**src/sv/tttt_pkg.sv**
```systemverilog
// Shared types and constants for the time-triggered task table.
package tttt_pkg;

  localparam int NUM_SLOTS_DEF = 8;
  localparam int MAX_RESULTS   = 8;
  localparam int NRES_W        = $clog2(MAX_RESULTS + 1);

  localparam logic [7:0] PEND_MAX = 8'hFF;

  typedef enum logic [1:0] {
    REQ_TICK     = 2'd0,
    REQ_ADD      = 2'd1,
    REQ_DISPATCH = 2'd2,
    REQ_SPARE    = 2'd3
  } req_t;

  typedef enum logic [1:0] {
    STAT_DONE = 2'd0,
    STAT_FULL = 2'd1,
    STAT_RUN  = 2'd2,
    STAT_NONE = 2'd3
  } status_t;

  typedef enum logic [2:0] {
    ST_IDLE,
    ST_FIND,
    ST_RD,
    ST_MOD,
    ST_END
  } state_t;

  typedef struct packed {
    logic [7:0]  task_id;
    logic [15:0] countdown;
    logic [15:0] reload;
    logic [7:0]  pending;
  } entry_t;

  typedef struct packed {
    logic fire;
    logic free_slot;
  } upd_flags_t;

  typedef struct packed {
    status_t     status;
    logic [2:0]  slot;
    logic [7:0]  task_id;
  } result_t;

endpackage

```
**src/sv/tttt_slot_upd.sv**
```systemverilog
// Per-slot update of one table entry for a tick or a dispatch.
module tttt_slot_upd (
  input  logic                dispatch,
  input  tttt_pkg::entry_t    ent_i,
  output tttt_pkg::entry_t    ent_o,
  output tttt_pkg::upd_flags_t flags_o
);

  always_comb begin
    ent_o   = ent_i;
    flags_o = '0;
    if (dispatch) begin
      if (ent_i.pending != 8'd0) begin
        flags_o.fire      = 1'b1;
        flags_o.free_slot = (ent_i.reload == 16'd0);
        ent_o.pending     = ent_i.pending - 8'd1;
      end
    end else if (ent_i.countdown == 16'd0) begin
      if (ent_i.pending != tttt_pkg::PEND_MAX) begin
        ent_o.pending = ent_i.pending + 8'd1;
      end
      if (ent_i.reload != 16'd0) begin
        ent_o.countdown = ent_i.reload;
      end
    end else begin
      ent_o.countdown = ent_i.countdown - 16'd1;
    end
  end

endmodule

```
**src/sv/time_triggered_task_table.sv**
```systemverilog
// Top level of the time-triggered task table: sequencer, slot memory, result register.
//
//   channel  direction  handshake          beat
//   in_      into block in_valid/in_stall  req_type, task_id, first_delay, repeat_period
//   out_     out        out_valid/out_stall status, slot, run_task, last
//
// Tick and dispatch walk the slot memory: each used slot is read, then written
// back, and each free slot is skipped; the final beat of every request waits on
// out_stall, and a dispatch also holds a second due slot while a beat is stalled.
// Add scans the used flags one slot a cycle.
// Reset is synchronous; all slots come out free, no clearing pass.
// A new request is taken while the last result still sits in the output register.
module time_triggered_task_table #(
  parameter int NUM_SLOTS = tttt_pkg::NUM_SLOTS_DEF
) (
  input  logic        clk,
  input  logic        rst_n,
  input  logic        in_valid,
  output logic        in_stall,
  input  logic [1:0]  in_req_type,
  input  logic [7:0]  in_task_id,
  input  logic [15:0] in_first_delay,
  input  logic [15:0] in_repeat_period,
  output logic        out_valid,
  input  logic        out_stall,
  output logic [1:0]  out_status,
  output logic [2:0]  out_slot,
  output logic [7:0]  out_run_task,
  output logic        out_last
);

  localparam int IW = (NUM_SLOTS > 1) ? $clog2(NUM_SLOTS) : 1;
  localparam logic [IW-1:0] LAST_IDX = IW'(NUM_SLOTS - 1);

  tttt_pkg::state_t  state_r, state_nxt;
  tttt_pkg::req_t    req_r, req_nxt;
  logic [IW-1:0]     idx_r, idx_nxt;
  logic [7:0]        task_r, task_nxt;
  logic [15:0]       delay_r, delay_nxt;
  logic [15:0]       period_r, period_nxt;
  tttt_pkg::result_t hold_r, hold_nxt;
  logic [tttt_pkg::NRES_W-1:0] nres_r, nres_nxt;
  logic [NUM_SLOTS-1:0] used_r, used_nxt;

  tttt_pkg::entry_t  mem [NUM_SLOTS];
  tttt_pkg::entry_t  rd_data_r;
  tttt_pkg::entry_t  mem_wdata;
  tttt_pkg::entry_t  upd_ent;
  tttt_pkg::upd_flags_t upd_flags;
  logic              mem_we;
  logic              rd_en;

  logic              out_valid_r;
  tttt_pkg::result_t out_res_r;
  logic              out_last_r;
  tttt_pkg::result_t emit_res;
  logic              emit;
  logic              emit_last;
  logic              out_free;
  logic              at_end;

  assign in_stall     = (state_r != tttt_pkg::ST_IDLE);
  assign out_valid    = out_valid_r;
  assign out_status   = out_res_r.status;
  assign out_slot     = out_res_r.slot;
  assign out_run_task = out_res_r.task_id;
  assign out_last     = out_last_r;
  assign out_free     = !out_valid_r || !out_stall;
  assign at_end       = (idx_r == LAST_IDX);

  tttt_slot_upd u_upd (
    .dispatch (req_r == tttt_pkg::REQ_DISPATCH),
    .ent_i    (rd_data_r),
    .ent_o    (upd_ent),
    .flags_o  (upd_flags)
  );

  always_ff @(posedge clk) begin
    if (!rst_n) begin
      state_r <= tttt_pkg::ST_IDLE;
      used_r  <= '0;
      nres_r  <= '0;
    end else begin
      state_r <= state_nxt;
      used_r  <= used_nxt;
      nres_r  <= nres_nxt;
    end
    req_r    <= req_nxt;
    idx_r    <= idx_nxt;
    task_r   <= task_nxt;
    delay_r  <= delay_nxt;
    period_r <= period_nxt;
    hold_r   <= hold_nxt;
  end

  always_ff @(posedge clk) begin
    if (mem_we) begin
      mem[idx_r] <= mem_wdata;
    end
    if (rd_en) begin
      rd_data_r <= mem[idx_r];
    end
  end

  always_ff @(posedge clk) begin
    if (!rst_n) begin
      out_valid_r <= 1'b0;
    end else if (emit) begin
      out_valid_r <= 1'b1;
    end else if (!out_stall) begin
      out_valid_r <= 1'b0;
    end
    if (emit) begin
      out_res_r  <= emit_res;
      out_last_r <= emit_last;
    end
  end

  always_comb begin
    state_nxt  = state_r;
    req_nxt    = req_r;
    idx_nxt    = idx_r;
    task_nxt   = task_r;
    delay_nxt  = delay_r;
    period_nxt = period_r;
    hold_nxt   = hold_r;
    nres_nxt   = nres_r;
    used_nxt   = used_r;
    mem_we     = 1'b0;
    mem_wdata  = upd_ent;
    rd_en      = 1'b0;
    emit       = 1'b0;
    emit_res   = hold_r;
    emit_last  = 1'b0;

    unique case (state_r)
      tttt_pkg::ST_IDLE: begin
        if (in_valid) begin
          req_nxt    = tttt_pkg::req_t'(in_req_type);
          task_nxt   = in_task_id;
          delay_nxt  = in_first_delay;
          period_nxt = in_repeat_period;
          idx_nxt    = '0;
          nres_nxt   = '0;
          hold_nxt   = '{status: tttt_pkg::STAT_DONE, slot: 3'd0, task_id: 8'd0};
          unique case (tttt_pkg::req_t'(in_req_type))
            tttt_pkg::REQ_TICK:  state_nxt = tttt_pkg::ST_RD;
            tttt_pkg::REQ_ADD:   state_nxt = tttt_pkg::ST_FIND;
            tttt_pkg::REQ_DISPATCH: begin
              hold_nxt.status = tttt_pkg::STAT_NONE;
              state_nxt       = tttt_pkg::ST_RD;
            end
            default: state_nxt = tttt_pkg::ST_END;
          endcase
        end
      end

      tttt_pkg::ST_FIND: begin
        if (!used_r[idx_r]) begin
          used_nxt[idx_r] = 1'b1;
          mem_we          = 1'b1;
          mem_wdata       = '{task_id: task_r, countdown: delay_r, reload: period_r,
                              pending: 8'd0};
          hold_nxt.slot   = 3'(idx_r);
          state_nxt       = tttt_pkg::ST_END;
        end else if (at_end) begin
          hold_nxt.status = tttt_pkg::STAT_FULL;
          state_nxt       = tttt_pkg::ST_END;
        end else begin
          idx_nxt = idx_r + 1'b1;
        end
      end

      tttt_pkg::ST_RD: begin
        if (used_r[idx_r]) begin
          rd_en     = 1'b1;
          state_nxt = tttt_pkg::ST_MOD;
        end else if (at_end) begin
          state_nxt = tttt_pkg::ST_END;
        end else begin
          idx_nxt = idx_r + 1'b1;
        end
      end

      tttt_pkg::ST_MOD: begin
        // a second due slot pushes the held one out first
        if (!(upd_flags.fire && hold_r.status == tttt_pkg::STAT_RUN && !out_free)) begin
          mem_we = 1'b1;
          if (upd_flags.fire) begin
            emit     = (hold_r.status == tttt_pkg::STAT_RUN);
            hold_nxt = '{status: tttt_pkg::STAT_RUN, slot: 3'(idx_r),
                         task_id: rd_data_r.task_id};
            nres_nxt = nres_r + 1'b1;
            if (upd_flags.free_slot) begin
              used_nxt[idx_r] = 1'b0;
            end
          end
          if (at_end || nres_nxt == tttt_pkg::NRES_W'(tttt_pkg::MAX_RESULTS)) begin
            state_nxt = tttt_pkg::ST_END;
          end else begin
            idx_nxt   = idx_r + 1'b1;
            state_nxt = tttt_pkg::ST_RD;
          end
        end
      end

      tttt_pkg::ST_END: begin
        if (out_free) begin
          emit      = 1'b1;
          emit_last = 1'b1;
          state_nxt = tttt_pkg::ST_IDLE;
        end
      end

      default: state_nxt = tttt_pkg::ST_IDLE;
    endcase
  end

`ifndef NO_ASSERTIONS
  a_mod_used_slot: assert property (@(posedge clk) disable iff (!rst_n)
    state_r == tttt_pkg::ST_MOD |-> used_r[idx_r])
    else $error("slot update on a free slot");

  a_nres_cap: assert property (@(posedge clk) disable iff (!rst_n)
    nres_r <= tttt_pkg::NRES_W'(tttt_pkg::MAX_RESULTS))
    else $error("dispatch result count above cap");

  a_full_only_when_full: assert property (@(posedge clk) disable iff (!rst_n)
    (state_r == tttt_pkg::ST_END && hold_r.status == tttt_pkg::STAT_FULL) |-> &used_r)
    else $error("table full reported with a free slot");

  a_last_ends_request: assert property (@(posedge clk) disable iff (!rst_n)
    (state_r == tttt_pkg::ST_END && out_free) |=>
      (state_r == tttt_pkg::ST_IDLE && out_valid_r && out_last_r))
    else $error("final beat not followed by idle");
`endif

endmodule
```
**config.mk**
```make
export PLATFORM = sky130hd
export DESIGN_NAME = time_triggered_task_table
export DESIGN_NICKNAME = d
export VERILOG_FILES = /design/src/sv/tttt_pkg.sv /design/src/sv/tttt_slot_upd.sv /design/src/sv/time_triggered_task_table.sv
export SDC_FILE = /design/constraint.sdc
export NUM_CORES = 1
export LEC_CHECK = 0
export BUFFER_PORTS_ARGS = -buffer_cell sky130_fd_sc_hd__clkbuf_2
export CELL_PAD_IN_SITES_DETAIL_PLACEMENT = 1
export CELL_PAD_IN_SITES_GLOBAL_PLACEMENT = 1
export CORE_MARGIN = 1
export CORE_UTILIZATION = 53
export CTS_CLUSTER_DIAMETER = 100
export DETAILED_ROUTE_END_ITERATION = 10
export HOLD_SLACK_MARGIN = 0.05
export PLACE_DENSITY = 0.88
export SYNTH_ARGS = -nofsm -noshare
export SYNTH_HDL_FRONTEND = slang
export SYNTH_HIERARCHICAL = 1
export SYNTH_SLANG_ARGS = --single-unit
```
**constraint.sdc**
```tcl
create_clock -name clk -period 8.8 [get_ports clk]
set_input_delay 1.76 -clock clk [delete_from_list [all_inputs] [get_ports clk]]
set_output_delay 1.76 -clock clk [all_outputs]
set_load 0.02 [all_outputs]
```
==> flow_summary_export.csv <==
group,metric,value,unit
status,status,"finished clean",
synthesis,syn_avg_cell_area,15.8,sq um
synthesis,synthXorXnorAreaFrac,0.00332,
critical_path,crit_arrival,4790,ps
die,core,0.0390,sq mm
finish,drive_gt1_frac,0.197,
detailed_routing,met3_length,4300,microns
synthesis,yosysSeqAreaShare,0.732,
detailed_routing,drc,0,
detailed_routing,wl_met1,22300,microns
detailed_routing,routedWlPerCell,30.9,microns
die,dieWidth,202,microns
critical_path,path_common_cell,"buf_4",
synthesis,syn-cell-area,0.0211,sq mm
critical_path,cp_top_family,"buffers and inverters",
critical_path,slowest_delay,770,ps
synthesis,synth_compound_area_frac,0.107,
detailed_routing,wl_met2,30600,microns
synthesis,yosysWarningCount,6,
clock_network,cts.sinks,520,
critical_path,cp.required,9040,ps
timing,rsz0062_at_grt,"false",
timing,setup_viol,0,
synthesis,ys_ff_latch,520,
detailed_routing,totalWireLength,59700,microns
die,io-pin-count,62,
flow_run,maxCapViolCount,0,
placement,place_hpwl,34400,microns
detailed_routing,top_layer_used,"met4",
detailed_routing,ant_nets,0,
critical_path,critPathSlowestCell,"nor2_4",
detailed_routing,dr.pass1.iters,5,
critical_path,worst-path-max-fanout,28,
synthesis,synth_edf_count,504,
power_and_ir_drop,p_per_area,269,mW/mm^2
clock_network,cts_root_buf,"clkbuf_16",
timing,slew-limit-headroom,0.222,
synthesis,synthFlopType,"edfxtp_1",
detailed_routing,avgViaCountPerCell,6.74,
timing,holdWs,419,ps
finish,fin_util,0.601,
timing,period_share,0.516,
clock_network,cts-resized-gates,0,
synthesis,ys_types,74,
placement,place_inst,1842,
hold_path,hold_class,"reg -> reg",
finish,instances_no_fill,1932,
finish,insertedDiodeCount,0,
critical_path,startpoint_type,"flip-flop",
clock_network,cts_tree,"yes",
clock_network,postCtsSetupBuffers,0,
synthesis,synth_fp_nets,1388,
timing,finalWorstPathRequiredPeriod,4540,ps
grt,grt_use_total,0.298,
placement,io_buffers,61,
grt,grt_max_degree,57,
synthesis,synthAdderAreaFrac,0.00474,
placement,routabilityCongestion,0.875,
die,start_util,0.542,
grt,antenna_found_initial,0,
grt,gr-total-overflow,0,
critical_path,end_kind,"flip-flop",
critical_path,critical_path_class,"reg -> reg",
timing,fin_skew,12.2,ps
synthesis,yosys.area_share.simple,0.0595,
timing,hold_viol,0,
finish,area_growth,11.1,%
finish,fillCellCount,3505,
critical_path,cp_num_buf_inv,5,
die,num_rows,72,
placement,post_dp_cell_area,0.0219,sq mm
grt,grt_pass1_wl,88800,microns
synthesis,synth_top_family_by_area,"compound AO/OA/AOI/OAI gates",
clock_network,cts.reportedPaths.clkPinSlew,70,ps
timing,setup_ws,4260,ps
timing,tns,0,ps
clock_network,numCtsBuffers,51,
timing,worst_slew_pin_slew,1160,ps
grt,grt_pass1_vias,13853,
finish,stdcell_area,0.0235,sq mm
die,die_area,0.0407,sq mm
clock_network,cts_buffer_depth,3,
detailed_routing,vias,13027,
timing,fmax,220,MHz
placement,pre_cts_slack,4210,ps
synthesis,syn_inst,1334,
power_and_ir_drop,p_total,6.30,mW
power_and_ir_drop,leakage,7.68,nW
clock_network,clock_latency,600,ps
power_and_ir_drop,ir_worst_vdd,154,uV
clock_network,htree_levels,2,
timing,maxSlewViolCount,0,
synthesis,ys_async_sr_fraction,0,
detailed_routing,drtIter0Drc,1473,
finish,layout.nets,1431,
synthesis,synth.area.mux_share,0.0646,
clock_network,cts_hold_buf,0,
critical_path,path_cells,"nor2b_2, buf_4, inv_1, a31o_2, inv_1, and3b_1, a21oi_1, nor2_1, buf_4, nor2_4, buf_4",
die,dieHeight,202,microns
[flip-flops by register name (all words and copies together) (netlist names), named ones only]
signal        flops
task_r            8
emit_res         13
out_slot          3
period_r         16
nres_r            4
idx_r             3
out_valid         1
out_last          1
mem             384
out_status        2
req_r             2
rd_data_r        48
delay_r          16
out_run_task      8
state_r           3
[worst reg2reg max path: cells and delay by family (launching register included)]
| kind | cells | cell delay (ps) |
|---|---|---|
| buffers and inverters | 5 | 1710 |
| AND/OR/NAND/NOR | 4 | 1360 |
| flip-flops | 1 | 380 |
| AO/OA/AOI/OAI | 2 | 740 |
[cell usage after synthesis, types with 6 or more instances]
cell type / number / share of area
dfxtp_1: 16 / 0.015
a22oi_1: 35 / 0.012
o221ai_1: 8 / 0.0033
nor2_1: 62 / 0.011
and3_1: 6 / 0.0018
a221o_1: 8 / 0.0038
a221oi_1: 73 / 0.030
o21ai_0: 61 / 0.014
nand3_1: 17 / 0.0040
inv_1: 16 / 0.0028
a222oi_1: 6 / 0.0028
mux2i_1: 35 / 0.017
nor2b_1: 12 / 0.0036
edfxtp_1: 504 / 0.72
buf_2: 18 / 0.0043
nor4_1: 10 / 0.0030
clkbuf_1: 46 / 0.0082
nand2b_1: 6 / 0.0018
a21oi_1: 47 / 0.011
ha_1: 8 / 0.0047
o31ai_1: 9 / 0.0032
buf_4: 27 / 0.0096
a21boi_0: 6 / 0.0021
nor3_1: 19 / 0.0045
nand2_1: 54 / 0.0096
mux2_2: 88 / 0.047
and2_1: 25 / 0.0074
o211a_1: 7 / 0.0033
a22o_1: 8 / 0.0033
[worst paths after layout]
kind / startpoint / cells after the start / end / slack, ps
worst max register to register: req_r[1]$_DFFE_PP_ / 11 / mem[4][45]$_DFFE_PP_ / 4260
worst max-delay path: req_r[1]$_DFFE_PP_ / 11 / mem[4][45]$_DFFE_PP_ / 4260
worst min-delay path: emit_res[8]$_DFFE_PP_ / 0 / out_slot[0]$_DFFE_PP_ / 420
worst min register to register: emit_res[8]$_DFFE_PP_ / 0 / out_slot[0]$_DFFE_PP_ / 420
[layout by cell type (no fill, tap or decap), drive strengths merged, types with 20 or more instances in the layout]
cell type,instances
edfxtp,504
clkbuf,123
mux2,88
a221oi,73
o21ai,63
nor2,62
nand2,54
a21oi,47
a22oi,35
mux2i,35
buf,31
and2,26
clkinv,22
nor3,20
[routing by layer]
metal  vias to the layer above  global-route usage
met4                         0               0.133
met3                       175              0.0416
met2                       743               0.520
met1                      6714               0.369
met5                         -                   0
li1                       5395                   -
[area by class of cell]
class | instances | area, sq um | share of cell area
clock buffer | 62 | 1360 | 0.0580
clock inverter | 28 | 223 | 0.00949
inverter | 17 | 63.8 | 0.00272
multi-input combinational | 695 | 5170 | 0.220
sequential | 520 | 15500 | 0.659
tap | 518 | 648 | 0.0276
timing repair buffer | 92 | 538 | 0.0229
[logic make-up (layout without fill, tap and decap cells)]
family	count (synthesis)	in the layout
AO/OA/AOI/OAI	310	310
XOR/XNOR	8	8
adder cells (fa/ha/maj)	8	8
buffers and inverters	119	199
flip-flops	520	520
multiplexers	124	124
AND/OR/NAND/NOR	245	245
[where the power goes]
group	leakage, nW	total [mW]	internal, mW	switching [mW]
logic	2.20	1.18	0.368	0.816
registers	4.71	3.00	2.93	0.0683
clock network	0.770	2.12	1.18	0.932
Power figures use the tool's default switching activity.
